**config.mk**
```make
export PLATFORM = sky130hd
export DESIGN_NAME = text_encoding_detector
export DESIGN_NICKNAME = d
export VERILOG_FILES = /design/src/sv/ted_pkg.sv /design/src/sv/ted_bigram.sv /design/src/sv/text_encoding_detector.sv
export SDC_FILE = /design/constraint.sdc
export NUM_CORES = 1
export LEC_CHECK = 0
export BUFFER_PORTS_ARGS = -buffer_cell sky130_fd_sc_hd__buf_2
export CAP_MARGIN = 20
export CELL_PAD_IN_SITES_DETAIL_PLACEMENT = 0
export CELL_PAD_IN_SITES_GLOBAL_PLACEMENT = 2
export CORE_UTILIZATION = 35
export CTS_BUF_LIST = sky130_fd_sc_hd__clkbuf_8
export CTS_CLUSTER_DIAMETER = 40
export DETAILED_ROUTE_END_ITERATION = 10
export PLACE_DENSITY = 0.78
export SYNTH_ARGS = -nofsm -noshare
export SYNTH_HDL_FRONTEND = slang
export SYNTH_SLANG_ARGS = --single-unit
```
**constraint.sdc**
```tcl
create_clock -name i_clk -period 11.7 [get_ports i_clk]
set_input_delay 0.585 -clock i_clk [delete_from_list [all_inputs] [get_ports i_clk]]
set_output_delay 0.585 -clock i_clk [all_outputs]
set_load 0.005 [all_outputs]
```
**src/sv/ted_pkg.sv**
```systemverilog
// Shared types, constants and letter tables for the text encoding detector.
// No dependencies; used by ted_bigram and text_encoding_detector.
package ted_pkg;

    localparam int LENGTH_BITS_DEF = 24;

    typedef enum logic [3:0] {
        TXT_UNKNOWN   = 4'd0,
        TXT_ASCII     = 4'd1,
        TXT_UTF8      = 4'd2,
        TXT_UTF16LE   = 4'd3,
        TXT_UTF16BE   = 4'd4,
        TXT_CP1251    = 4'd5,
        TXT_KOI8R     = 4'd6,
        TXT_CP866     = 4'd7,
        TXT_ISO8859_1 = 4'd8
    } t_encoding;

    typedef enum logic [1:0] {
        CS_WIN = 2'd0,
        CS_ALT = 2'd1,
        CS_KOI = 2'd2
    } t_charset;

    typedef struct packed {
        logic step;
        logic clear;
    } t_bigram_ctrl;

    typedef logic [5:0] t_letter;
    typedef logic [0:31] t_pair_row;

    localparam t_letter KOI_LETTERS [32] = '{
        6'd31, 6'd1,  6'd2,  6'd23, 6'd5,  6'd6,  6'd21, 6'd4,
        6'd22, 6'd9,  6'd10, 6'd11, 6'd12, 6'd13, 6'd14, 6'd15,
        6'd16, 6'd32, 6'd17, 6'd18, 6'd19, 6'd20, 6'd7,  6'd3,
        6'd29, 6'd28, 6'd8,  6'd25, 6'd30, 6'd26, 6'd24, 6'd27
    };

    // Row is the previous letter, column the current one, both counted from zero.
    localparam t_pair_row PAIR_OK [32] = '{
        32'b11111111_11111111_11111111_11000111,
        32'b11111110_10111110_11110111_11111011,
        32'b11111101_10111111_11110111_11111001,
        32'b11111100_10111110_11110001_10000000,
        32'b11111111_11111111_11110111_10111011,
        32'b11111111_11111111_11111111_11001111,
        32'b11011110_10111111_11010001_00001000,
        32'b11111111_10111111_11110001_10111111,
        32'b11111111_11111111_11111111_11000111,
        32'b00011101_00111111_01111111_10000001,
        32'b10100111_10110110_11110010_10000010,
        32'b11111111_11111111_01110101_11011011,
        32'b11111100_10111111_11010111_10011101,
        32'b11111111_10101110_11111011_11011111,
        32'b11111111_11111111_11111111_11000111,
        32'b10000100_10110111_11110011_10011111,
        32'b11111111_11111111_11111111_11011011,
        32'b11111111_10111111_11111111_11111111,
        32'b11111101_10111111_11111111_11111111,
        32'b11111111_11111111_11100111_11000111,
        32'b10000100_10011110_11110000_00010010,
        32'b10111100_10111111_11110000_10000100,
        32'b10100100_10111010_00010000_00010000,
        32'b10100100_10111110_10111000_10001000,
        32'b10101100_10111111_11110111_00001010,
        32'b10000100_10000110_10010000_00001000,
        32'b00000100_00000000_00000000_00000011,
        32'b01111111_11111101_11110111_11000001,
        32'b01111101_10101110_01101111_11001011,
        32'b00010101_00011101_11111100_00000000,
        32'b01111111_01111101_11100111_11000010,
        32'b01111111_11111101_11110111_11000011
    };

    // Letter index 1..32 of a byte in a Cyrillic code page, 0 if not a letter.
    function automatic t_letter letter_of(t_charset cs, logic [7:0] b);
        t_letter v;
        v = '0;
        if (b[7]) begin
            case (cs)
                CS_WIN: begin
                    if (b[6]) v = {1'b0, b[4:0]} + 6'd1;
                end
                CS_ALT: begin
                    if (b[6:5] == 2'b00) begin
                        v = {1'b0, b[4:0]} + 6'd1;
                    end else if (b[6:4] == 3'b010) begin
                        v = {2'b00, b[3:0]} + 6'd1;
                    end else if (b[6:4] == 3'b110) begin
                        v = {2'b00, b[3:0]} + 6'd17;
                    end
                end
                CS_KOI: begin
                    if (b[6]) v = KOI_LETTERS[b[4:0]];
                end
                default: v = '0;
            endcase
        end
        return v;
    endfunction

endpackage

```
**src/sv/ted_bigram.sv**
```systemverilog
// Bigram counter for one Cyrillic code page: letter decode, pair check, count.
// Depends on ted_pkg for the letter tables and the control struct.
module ted_bigram import ted_pkg::*; #(
    parameter int       LENGTH_BITS = LENGTH_BITS_DEF,
    parameter t_charset CHARSET     = CS_WIN
) (
    input  logic                   i_clk,
    input  logic                   i_rst_n,
    input  t_bigram_ctrl           i_ctrl,
    input  logic [7:0]             i_text_byte,
    output logic [LENGTH_BITS-1:0] o_count_next
);

    logic [LENGTH_BITS-1:0] r_count;
    logic [LENGTH_BITS-1:0] n_count;
    t_letter                r_prev;
    t_letter                letter;
    logic                   pair_hit;
    logic [4:0]             row_idx;
    logic [4:0]             col_idx;
    t_pair_row              pair_row;

    always_comb begin
        letter   = letter_of(CHARSET, i_text_byte);
        row_idx  = 5'(r_prev - 6'd1);
        col_idx  = 5'(letter - 6'd1);
        pair_row = PAIR_OK[row_idx];
        pair_hit = (letter != '0) && (r_prev != '0) && pair_row[col_idx];
        n_count  = (pair_hit && !(&r_count)) ? r_count + LENGTH_BITS'(1) : r_count;
        o_count_next = i_ctrl.step ? n_count : r_count;
    end

    always_ff @(posedge i_clk) begin
        if (!i_rst_n || i_ctrl.clear) begin
            r_count <= '0;
            r_prev  <= '0;
        end else if (i_ctrl.step) begin
            r_count <= n_count;
            r_prev  <= letter;
        end
    end

endmodule

```
**src/sv/text_encoding_detector.sv**
```systemverilog
// Text encoding detector: takes one byte per cycle and reports the encoding of the text.
// The final byte is registered in the input stage and then loads the result register.
// Throughput: one byte per cycle; the input stage stalls only when a final byte
// meets a full result register that is not being taken.
// Reset is synchronous and clears all running state at once; state also clears
// after each final byte. Depends on ted_pkg and ted_bigram.
module text_encoding_detector import ted_pkg::*; #(
    parameter int LENGTH_BITS = LENGTH_BITS_DEF
) (
    input  logic       i_clk,
    input  logic       i_rst_n,
    input  logic       i_in_valid,
    output logic       o_in_ready,
    input  logic [7:0] i_text_byte,
    input  logic       i_is_last,
    output logic       o_out_valid,
    input  logic       i_out_ready,
    output logic [3:0] o_encoding
);

    localparam int WIDE_BITS = LENGTH_BITS + 4;

    // Input stage.
    logic       r_s1_valid;
    logic       r_s1_last;
    logic [7:0] r_s1_byte;
    logic       s1_adv;

    // Running state.
    logic [7:0]             r_head [3];
    logic [LENGTH_BITS-1:0] r_byte_count;
    logic [LENGTH_BITS-1:0] n_byte_count;
    logic                   r_zero_seen;
    logic                   n_zero_seen;
    logic [2:0]             r_utf8_pending;
    logic [2:0]             n_utf8_pending;
    logic                   r_utf8_invalid;
    logic                   n_utf8_invalid;
    logic                   r_utf8_doubt;
    logic                   n_utf8_doubt;
    logic                   r_non_ascii;
    logic                   n_non_ascii;
    logic [7:0]             n_head [3];
    logic [2:0]             pending_dec;

    t_bigram_ctrl           bg_ctrl;
    logic [LENGTH_BITS-1:0] cnt_win;
    logic [LENGTH_BITS-1:0] cnt_alt;
    logic [LENGTH_BITS-1:0] cnt_koi;

    // Result stage.
    logic      r_out_valid;
    t_encoding r_encoding;
    t_encoding n_encoding;

    assign s1_adv     = r_s1_valid && (!r_s1_last || !r_out_valid || i_out_ready);
    assign o_in_ready = !r_s1_valid || s1_adv;

    always_ff @(posedge i_clk) begin
        if (!i_rst_n) begin
            r_s1_valid <= 1'b0;
        end else if (o_in_ready) begin
            r_s1_valid <= i_in_valid;
        end
    end

    always_ff @(posedge i_clk) begin
        if (i_in_valid && o_in_ready) begin
            r_s1_byte <= i_text_byte;
            r_s1_last <= i_is_last;
        end
    end

    always_comb begin
        n_head = r_head;
        if (r_byte_count < LENGTH_BITS'(3)) begin
            n_head[r_byte_count[1:0]] = r_s1_byte;
        end
        n_byte_count = (&r_byte_count) ? r_byte_count : r_byte_count + LENGTH_BITS'(1);
        n_zero_seen  = r_zero_seen || (r_s1_byte == 8'h00);
        n_non_ascii  = r_non_ascii || (!n_zero_seen && r_s1_byte[7]);
    end

    // UTF-8 validity scan.
    always_comb begin
        pending_dec    = r_utf8_pending - 3'd1;
        n_utf8_pending = r_utf8_pending;
        n_utf8_invalid = r_utf8_invalid;
        n_utf8_doubt   = r_utf8_doubt;
        if (r_utf8_doubt) begin
            n_utf8_pending = pending_dec;
            if (pending_dec == 3'd0) begin
                n_utf8_invalid = 1'b1;
                n_utf8_doubt   = 1'b0;
            end
        end else if (r_utf8_invalid || n_zero_seen) begin
            n_utf8_pending = r_utf8_pending;
        end else if (r_utf8_pending != 3'd0) begin
            n_utf8_pending = pending_dec;
            if (r_s1_byte[7:6] != 2'b10) begin
                if (pending_dec == 3'd0) begin
                    n_utf8_invalid = 1'b1;
                end else begin
                    n_utf8_doubt = 1'b1;
                end
            end
        end else if (r_s1_byte[7]) begin
            if (r_s1_byte[6:5] == 2'b10) begin
                n_utf8_pending = 3'd1;
            end else if (r_s1_byte[6:4] == 3'b110) begin
                n_utf8_pending = 3'd2;
            end else if (r_s1_byte[6:3] == 4'b1110) begin
                n_utf8_pending = 3'd3;
            end else if (r_s1_byte[6:2] == 5'b11110) begin
                n_utf8_pending = 3'd4;
            end else if (r_s1_byte[6:1] == 6'b111110) begin
                n_utf8_pending = 3'd5;
            end else begin
                n_utf8_invalid = 1'b1;
            end
        end
    end

    assign bg_ctrl.step  = s1_adv && !n_zero_seen;
    assign bg_ctrl.clear = s1_adv && r_s1_last;

    ted_bigram #(.LENGTH_BITS(LENGTH_BITS), .CHARSET(CS_WIN)) u_bigram_win (
        .i_clk        (i_clk),
        .i_rst_n      (i_rst_n),
        .i_ctrl       (bg_ctrl),
        .i_text_byte  (r_s1_byte),
        .o_count_next (cnt_win)
    );

    ted_bigram #(.LENGTH_BITS(LENGTH_BITS), .CHARSET(CS_ALT)) u_bigram_alt (
        .i_clk        (i_clk),
        .i_rst_n      (i_rst_n),
        .i_ctrl       (bg_ctrl),
        .i_text_byte  (r_s1_byte),
        .o_count_next (cnt_alt)
    );

    ted_bigram #(.LENGTH_BITS(LENGTH_BITS), .CHARSET(CS_KOI)) u_bigram_koi (
        .i_clk        (i_clk),
        .i_rst_n      (i_rst_n),
        .i_ctrl       (bg_ctrl),
        .i_text_byte  (r_s1_byte),
        .o_count_next (cnt_koi)
    );

    // A count beats a tenth of the length exactly when ten times the count exceeds it.
    logic [WIDE_BITS-1:0] len_wide;
    logic [WIDE_BITS-1:0] win_x10;
    logic [WIDE_BITS-1:0] alt_x10;
    logic [WIDE_BITS-1:0] koi_x10;

    always_comb begin
        len_wide = WIDE_BITS'(n_byte_count);
        win_x10  = (WIDE_BITS'(cnt_win) << 3) + (WIDE_BITS'(cnt_win) << 1);
        alt_x10  = (WIDE_BITS'(cnt_alt) << 3) + (WIDE_BITS'(cnt_alt) << 1);
        koi_x10  = (WIDE_BITS'(cnt_koi) << 3) + (WIDE_BITS'(cnt_koi) << 1);

        if (n_head[0] == 8'h00 || n_byte_count < LENGTH_BITS'(2)) begin
            n_encoding = TXT_UNKNOWN;
        end else if (n_head[0] == 8'hFF && n_head[1] == 8'hFE) begin
            n_encoding = TXT_UTF16LE;
        end else if (n_head[0] == 8'hFE && n_head[1] == 8'hFF) begin
            n_encoding = TXT_UTF16BE;
        end else if (n_byte_count > LENGTH_BITS'(2) && n_head[0] == 8'hEF &&
                     n_head[1] == 8'hBB && n_head[2] == 8'hBF) begin
            n_encoding = TXT_UTF8;
        end else if (!n_utf8_invalid) begin
            n_encoding = n_non_ascii ? TXT_UTF8 : TXT_ASCII;
        end else if (!n_non_ascii) begin
            n_encoding = TXT_ASCII;
        end else if (cnt_win > cnt_alt && cnt_win > cnt_koi && win_x10 > len_wide) begin
            n_encoding = TXT_CP1251;
        end else if (cnt_alt > cnt_win && cnt_alt > cnt_koi && alt_x10 > len_wide) begin
            n_encoding = TXT_CP866;
        end else if (cnt_koi > cnt_win && cnt_koi > cnt_alt && koi_x10 > len_wide) begin
            n_encoding = TXT_KOI8R;
        end else begin
            n_encoding = TXT_ISO8859_1;
        end
    end

    always_ff @(posedge i_clk) begin
        if (!i_rst_n || (s1_adv && r_s1_last)) begin
            r_head         <= '{default: 8'h00};
            r_byte_count   <= '0;
            r_zero_seen    <= 1'b0;
            r_utf8_pending <= '0;
            r_utf8_invalid <= 1'b0;
            r_utf8_doubt   <= 1'b0;
            r_non_ascii    <= 1'b0;
        end else if (s1_adv) begin
            r_head         <= n_head;
            r_byte_count   <= n_byte_count;
            r_zero_seen    <= n_zero_seen;
            r_utf8_pending <= n_utf8_pending;
            r_utf8_invalid <= n_utf8_invalid;
            r_utf8_doubt   <= n_utf8_doubt;
            r_non_ascii    <= n_non_ascii;
        end
    end

    always_ff @(posedge i_clk) begin
        if (!i_rst_n) begin
            r_out_valid <= 1'b0;
        end else if (s1_adv && r_s1_last) begin
            r_out_valid <= 1'b1;
        end else if (i_out_ready) begin
            r_out_valid <= 1'b0;
        end
    end

    always_ff @(posedge i_clk) begin
        if (s1_adv && r_s1_last) begin
            r_encoding <= n_encoding;
        end
    end

    assign o_out_valid = r_out_valid;
    assign o_encoding  = r_encoding;

    a_clear_after_last: assert property (@(posedge i_clk) disable iff (!i_rst_n)
        (s1_adv && r_s1_last) |=> (r_byte_count == '0 && !r_utf8_invalid && !r_zero_seen))
        else $error("running state not cleared after the final byte");

    a_doubt_pending: assert property (@(posedge i_clk) disable iff (!i_rst_n)
        r_utf8_doubt |-> (r_utf8_pending != 3'd0 && !r_utf8_invalid))
        else $error("UTF-8 doubt held without an open sequence");

    a_stall_cause: assert property (@(posedge i_clk) disable iff (!i_rst_n)
        !o_in_ready |-> (r_s1_valid && r_s1_last && r_out_valid && !i_out_ready))
        else $error("input stalled without a blocked final byte");

    a_result_load: assert property (@(posedge i_clk) disable iff (!i_rst_n)
        (s1_adv && r_s1_last) |=> o_out_valid)
        else $error("final byte advanced without a result");

endmodule
```
Word level (Yosys, flattened, before mapping) --
Memories as Yosys holds them, arrays and structs flattened. Cells that the tools add are included.
Operators by class: $add $sub $neg 17, $lt $le $gt $ge 21, equal/unequal tests 15, mux-type cells 72, bitwise gates (word level) 8, reductions and logical operators 63
Operators with widths (number):
- $mux 24 | 8
- $mux 32 | 6
- $gt 24x24->1 | 6
- $add 24x1->24 const B | 4
- $reduce_and 24->1 | 4
- $add 27x25->28 | 3
- $gt 28x24->1 | 3
- $mux 6 | 10
- $eq 8x8->1 const B | 7
- $lt 24x2->1 const B | 2
- $ge 6x6->1 const B | 7
- $not 5->6 | 7
- $reduce_bool 6->1 | 6
- $mux 3 | 11
- $sub 5x1->5 const B | 6
- $logic_and 1x1->1 | 26
- $bwmux 24 | 1
- $gt 24x2->1 const B | 1
- $mux 1 | 24
- $mux 4 | 5
- $demux 8 s2 | 1
- $logic_not 8->1 | 2
- $bmux 1 s5 | 3
- $logic_not 1->1 | 8
- 25 further kinds | 35
Storage, ports and cells: flip-flop bits (word level) 160, ROM bits 3264, input port bits 13, output and inout port bits 6, memories 4
Memories:
- (name not given) | depth 32, bits a word 32, rd ports 1, clocked after Yosys merged registers in 0, wr ports 0, line ted_bigram.sv:27 | pair_row = PAIR_OK[row_idx];
- (name not given) | depth 32, bits a word 32, rd ports 1, clocked after Yosys merged registers in 0, wr ports 0, line ted_bigram.sv:27
- (name not given) | depth 32, bits a word 32, rd ports 1, clocked after Yosys merged registers in 0, wr ports 0, line ted_bigram.sv:27
- (name not given) | depth 32, bits a word 6, rd ports 1, clocked after Yosys merged registers in 0, wr ports 0, line ted_pkg.sv:95 | if (b[6]) v = KOI_LETTERS[b[4:0]];

Longest topological paths before layout --
depth in word-level cells 26, depth in mapped cells 48

Hierarchy --
A second synthesis with hierarchy kept.
Unflattened totals: cells, all modules 3029, area, all modules 22764.3 sq um
Modules (own cells, without submodules):
- text_encoding_detector | instances 1, cells each 1466, area each 11242.0 sq um, seq. area each 1531.5 sq um
- ted_bigram at u_bigram_koi | instances 1, cells each 531, area each 4048.9 sq um, seq. area each 600.6 sq um
- ted_bigram at u_bigram_alt | instances 1, cells each 518, area each 3763.6 sq um, seq. area each 600.6 sq um
- ted_bigram at u_bigram_win | instances 1, cells each 514, area each 3709.8 sq um, seq. area each 600.6 sq um

Worst setup path after synthesis --
Ideal clock, no wire load.
kind register -> register, start point register r_s1_byte[1], end point register r_encoding[2] (netlist: o_encoding[2]) (data pin), arrival time 8.804 ns, path slack 2.618 ns, stages on the path, launching flop included 41, clock period less this slack 9.082 ns, cell sequence edfxtp_1 > clkbuf_1 > inv_1 > ha_1 > clkbuf_1 > inv_1 > mux4_2 > o211a_1 > clkinv_1 > buf_1 > ha_1 > buf_1 > clkbuf_1 > nand2_1 > a311o_1 > a22oi_1 > o32ai_1 > nand4_1 > (+5 left out) > a21oi_1 > nand2b_1 > a21oi_1 > a21oi_1 > o21ai_0 > o41ai_1 > o21ai_0 > a21oi_1 > xnor2_1 > ha_1 > nand4_1 > nor3_1 > nand2_1 > nor3_1 > nand3_1 > a221o_1 > o31ai_1 > a41oi_1
Between the ends: word-level cells in the longest chain between the ends 25, elaborated cells between the ends (all ways) 107, those cells by class add/sub (9); order compare (9); eq/ne (8); mux (43); bitwise (4); reduce/logical (33); memory (1)
RTL lines:
- start: declaration | line text_encoding_detector.sv:26 | logic [7:0] r_s1_byte;
- start signal: assignment | line text_encoding_detector.sv:69 | r_s1_byte <= i_text_byte;
- $not 5->6 (implied by the code) | line ted_pkg.sv:95
- $mem_v2 32x6
- $mux 6 (implied by the code) (2 in a row) | line ted_pkg.sv:95
- $mux 6 | line ted_pkg.sv:95
- $mux 6 | line ted_pkg.sv:80 | if (b[7]) begin
- $sub 5x1->5 | line ted_bigram.sv:26 | col_idx = 5'(letter - 6'd1);
- $not 5->6 (implied by the code) | line ted_bigram.sv:28 | pair_hit = (letter != '0) && (r_prev != '0) && pair_row[col_idx];
- $bmux 1 s5 | line ted_bigram.sv:28
- (+6 left out)
- net cnt_koi[1] | line text_encoding_detector.sv:49 | logic [LENGTH_BITS-1:0] cnt_koi;
- (+2 left out)
- $logic_and 1x1->1 | line text_encoding_detector.sv:180 | end else if (cnt_koi > cnt_win && cnt_koi > cnt_alt && koi_x10 > len_wide) begin
- $mux 4 | line text_encoding_detector.sv:180
- $mux 4 | line text_encoding_detector.sv:178 | end else if (cnt_alt > cnt_win && cnt_alt > cnt_koi && alt_x10 > len_wide) begin
- $mux 4 (*) | line text_encoding_detector.sv:176 | end else if (cnt_win > cnt_alt && cnt_win > cnt_koi && win_x10 > len_wide) begin
- $mux 4 (*) | line text_encoding_detector.sv:174 | end else if (!n_non_ascii) begin
- $mux 4 (*) | line text_encoding_detector.sv:172 | end else if (!n_utf8_invalid) begin
- $mux 3 (*) | line text_encoding_detector.sv:169 | end else if (n_byte_count > LENGTH_BITS'(2) && n_head[0] == 8'hEF &&
- $mux 3 (*) | line text_encoding_detector.sv:167 | end else if (n_head[0] == 8'hFE && n_head[1] == 8'hFF) begin
- end signal: assignment | line text_encoding_detector.sv:219 | r_encoding <= n_encoding;
- end: declaration | line text_encoding_detector.sv:53 | t_encoding r_encoding;
Mark *: on every way through the listed nets, which the timed path passes. The rest lies on a longest branch. The select of a mux whose other input is x is not followed. A chain may end at the register's enable or synchronous reset.

Worst setup path in the final report --
start point register u_bigram_win.r_prev[1], end point register r_encoding[2] (netlist: o_encoding[2]) (data pin)
Between the ends: word-level cells in the longest chain between the ends 22, elaborated cells between the ends (all ways) 33, those cells by class add/sub (2); order compare (5); mux (14); bitwise (1); reduce/logical (10); memory (1)
RTL lines:
- start: declaration | line ted_bigram.sv:16 | t_letter r_prev;
- start signal: assignment | line ted_bigram.sv:39 | r_prev <= letter;
- $sub 5x1->5 | line ted_bigram.sv:25 | row_idx = 5'(r_prev - 6'd1);
- $not 5->6 (implied by the code) | line ted_bigram.sv:27
- $mem_v2 32x32
- $mux 32 (implied by the code) (2 in a row) | line ted_bigram.sv:27
- $bmux 1 s5 | line ted_bigram.sv:28
- $mux 1 (implied by the code) (2 in a row) | line ted_bigram.sv:28
- $logic_and 1x1->1 (*) | line ted_bigram.sv:28
- $logic_and 1x1->1 (*) | line ted_bigram.sv:29 | n_count = (pair_hit && !(&r_count)) ? r_count + LENGTH_BITS'(1) : r_count;
- $mux 24 (*) | line ted_bigram.sv:29
- $mux 24 (*) | line ted_bigram.sv:30 | o_count_next = i_ctrl.step ? n_count : r_count;
- net cnt_win[4] | line text_encoding_detector.sv:47 | logic [LENGTH_BITS-1:0] cnt_win;
- branches (longest 5 deep; another with $add 27x25->28)
- $mux 4 (*) | line text_encoding_detector.sv:176
- $mux 4 (*) | line text_encoding_detector.sv:174
- $mux 4 (*) | line text_encoding_detector.sv:172
- $mux 3 (*) | line text_encoding_detector.sv:169
- $mux 3 (*) | line text_encoding_detector.sv:167
Mark *: on every way through the listed nets, which the timed path passes. The select of a mux whose other input is x is not followed.

==> summary.txt <==
Total clock buffers created by CTS = 17
Hold Worst Slack = 188.4 ps
H-tree Lvls = 4
Setup Viol. Count Final = 0
Number of hold violations in the final report = 0
Number of buffers on the longest clock path = 2
Number of global-route vias before repair = 19,360
Final setup TNS = 0 ps
Class of the tightest hold or removal check = primary input to flop
Maximum number of pins on one net before global-route repair = 78
Max Slew Vio Count = 0
Kind of start point of the critical path = flop
Most frequently used cell type in the post-synthesis netlist = nor2_1
Area of the die = 59,570 µm²
First-pass GRT wire length = 113,900 µm
Top cells by instance count after synthesis = 288 x nor2_1, 254 x ha_1, 221 x nand2_1
Synth Register Bits = 160
Via count = 21,074
Sequential element share of the synthesized area = 16.25%
Total nets after synthesis = 3,075
Area taken by multi-input logic gates = 16,030 µm²
Unrepaired setup endpoints after global routing = no
Hold Crit Start = i_text_byte[6]
Crit path kind = flop to flop
Worst reg2reg path startpoint = u_bigram_win.r_prev[1]$_SDFFE_PP0P_
Net Switching = 0.4754 mW
Measured slew at the worst slew-check pin = 1036 ps
Int Power = 0.8798 mW
Fraction of final layout cells sized beyond drive strength 1 = 6.346%
Switching power share of the total = 35.08%
Part of the total power dissipated in the clock network = 33.6%
I/O Buffers = 18
Timing-limited maximum frequency = 0.09057 GHz
# rows = 88
Worst Path Required = 12,000 ps
Power density over the cells = 62.15 nW/µm²
Proportion of netlist area held by the largest area contributor = 15.50%
Average footprint of a synthesized cell = 7.312 µm²
Total track usage = 24.02%
Count of pins on the block boundary = 19
Die width = 244.1 µm
Share of the clock period used by the worst path after layout = 94.37%
Drt first-iter violations = 1,827
Min Clock Period, post-route = 11,040 ps
Netlist area before placement = 20,510 µm²
Highest cell delay on the worst timing path = 880 ps
GRT overflow = 0
DRC violation count after routing = 0
Antenna violations before repair = 1
Worst Setup SP = u_bigram_win.r_prev[1]$_SDFFE_PP0P_
Leading area contributor after synthesis = ha_1
Largest cells by area after synthesis = ha_1 15%, dfxtp_1 14%, nor2_1 5.3%
Detail Route Antenna Nets = 0
Synth warn = 0
MaxCap Viol Count = 0
Area growth syn-to-layout = 6.308%
Kind of end point of the critical path = flop
Most common cell on crit path = ha_1
Via density per instance = 6.006
Peak supply drop = 0.07135 mV
Instance area after placement = 21,390 µm²
Endpoint arrival time on the critical path = 11,350 ps
DRT Pass-1 Iters = 6
Fraction of power consumed by combinational cells = 24.4%
Predominant post-synthesis flop cell = dfxtp_1
Number of flops mapped to enable cells by yosys = 13
Root buffer cell = clkbuf_8
HPWL after detailed placement = 55,760 µm
Initial standard-cell utilization of the core = 35.48%
TritonCTS clock tree = built
Design area = 21,800 µm²
Sequential share of power = 42.0%
Clk sink count = 160
Distinct cell type count of the synthesized netlist = 94
Gate count after technology mapping = 2,805
Slowest-stage cell, CP = dfxtp_1
Final Skew = 18.24 ps
Peak fanout along the critical path = 28
Insertion delay to the later sink of the worst-skew pair = 570 ps
Outcome = completed
Total Wirelength = 72,690 µm
Worst-path clk slew = 100 ps
Area of the core = 57,810 µm²
Per-cell routed wire length = 20.72 µm
Post-synth ARST share = 0%
Tightest slew margin relative to the limit = 28.99%
Total of fill cells in the finished design = 6,164
Global placer's final weighted congestion = 0.9329
Final Net Count = 2,999
Height of the die = 244.1 µm
Static Leak = 9.194 nW
Area taken by flip-flops and latches = 3334 µm²
[critical path, delay by kind of cell, from the launching register on]
family | cells | cell delay [ps]
AO/OA/AOI/OAI | 15 | 5320
XOR/XNOR | 2 | 670
adder cells (fa/ha/maj) | 4 | 1690
buffers and inverters | 4 | 820
flip-flops | 1 | 880
AND/OR/NAND/NOR | 8 | 1380
[power by group through the flow]
stage / combinational (mW) / clock (mW) / sequential [mW]
4_1_cts: 0.325 / 0.475 / 0.569
5_1_grt: 0.359 / 0.493 / 0.571
2_1_floorplan: 0.236 / 0 / 0.576
6_report: 0.331 / 0.455 / 0.570
3_3_place_gp: 0.326 / 0 / 0.582
3_5_place_dp: 0.324 / 0 / 0.582
[metrics by stage]
step | cells | utilization, % | total power [mW] | worst slack, ps
after floorplan | 2805 | - | 0.8119 | 2618
after global placement | 3474 | 36.98 | 0.9082 | 638.9
after detailed placement | 3475 | 37.00 | 0.9057 | 665.1
after CTS | 3507 | 37.70 | 1.370 | 641.7
after global routing | 3509 | 37.72 | 1.423 | 44.32
final | 3509 | 37.72 | 1.355 | 658.4
[worst paths after layout]
check | endpoint | slack [ps] | cells after the start
worst max register to register | o_encoding[2]$_SDFFCE_PP0P_ | 660 | 33
worst min-delay path | r_s1_byte[6]$_DFFE_PP_ | 190 | 1
worst max-delay path | o_encoding[2]$_SDFFCE_PP0P_ | 660 | 33
worst min register to register | u_bigram_win.r_prev[5]$_SDFFE_PP0P_ | 460 | 2
[flip-flops by register name (all words and copies together), names as in the netlist, 6 cells and up]
| register | count |
|---|---|
| r_byte_count | 24 |
| u_bigram_alt.r_count | 24 |
| u_bigram_win.r_prev | 6 |
| u_bigram_alt.r_prev | 6 |
| u_bigram_koi.r_prev | 6 |
| r_head | 24 |
| r_s1_byte | 8 |
| u_bigram_koi.r_count | 24 |
| u_bigram_win.r_count | 24 |
[final cells by class]
type	instances	share of cell area, %
multi-input cells	2342	73.54
flip-flops and latches	160	15.29
well taps	765	4.390
repair buffers	84	2.743
inverters	124	2.135
clock buffers	20	1.262
clock inverters	12	0.6140
diodes	2	0.02295
[repair_timing]
item	in CTS	in global routing
hold endpoints to repair	0	0
setup endpoints to repair	0	4
setup buffers	0	0
hold buffers	0	0
gates resized for setup	0	2
[per-layer routing]
layer | share of wire (%) | global-route usage (%) | vias to the layer above
li1 | - | - | 10239
met1 | 47 | 32.60 | 10074
met2 | 46 | 39.44 | 672
met3 | 4.7 | 2.985 | 89
met4 | 2.4 | 7.206 | 0
met5 | 0 | 0 | -
[placed cells by master (no fill, tap or decap), types with 13 or more instances in the layout]
| cell | netlist | layout |
|---|---|---|
| xnor2_1 | 108 | 105 |
| edfxtp_1 | 13 | 13 |
| or4_1 | 14 | 14 |
| a311oi_1 | 13 | 13 |
| xor2_1 | 63 | 62 |
| and2_1 | 36 | 36 |
| o211ai_1 | 37 | 37 |
| a31oi_1 | 33 | 33 |
| nand3_1 | 84 | 84 |
| buf_2 | 24 | 18 |
| nand2_1 | 221 | 220 |
| nand2b_1 | 32 | 32 |
| o311ai_0 | 15 | 15 |
| buf_4 | 4 | 65 |
| dfxtp_1 | 147 | 146 |
| mux2i_1 | 30 | 30 |
| ha_1 | 254 | 253 |
| a221oi_1 | 16 | 16 |
| clkbuf_8 | 0 | 20 |
| o21ai_0 | 156 | 156 |
| or2_2 | 13 | 13 |
| o221ai_1 | 13 | 13 |
| and3_1 | 39 | 39 |
| nor3_1 | 99 | 99 |
| o31ai_1 | 17 | 17 |
| nor2b_1 | 42 | 42 |
| nand4_1 | 70 | 70 |
| o21a_1 | 28 | 28 |
| or3_1 | 36 | 36 |
| a2111oi_0 | 13 | 13 |
| nor4_1 | 34 | 34 |
| inv_1 | 120 | 123 |
| a21oi_1 | 214 | 214 |
| a211oi_1 | 37 | 37 |
| nor2_1 | 288 | 288 |
| a21o_1 | 51 | 51 |
[cells by family (layout without fill, tap and decap cells)]
group	after synthesis	after routing	share of synthesized area (%)
other	0	2	0
and+or+nand+nor	1064	1064	26.06
muxes	44	44	2.361
buffers and inverters	303	240	5.765
DFF	160	160	16.25
xor gates and xnor gates	173	173	7.461
AOI/OAI and AO/OA	803	803	26.27
adders and majority gates	258	258	15.84
(Power assumes the default switching activity.)
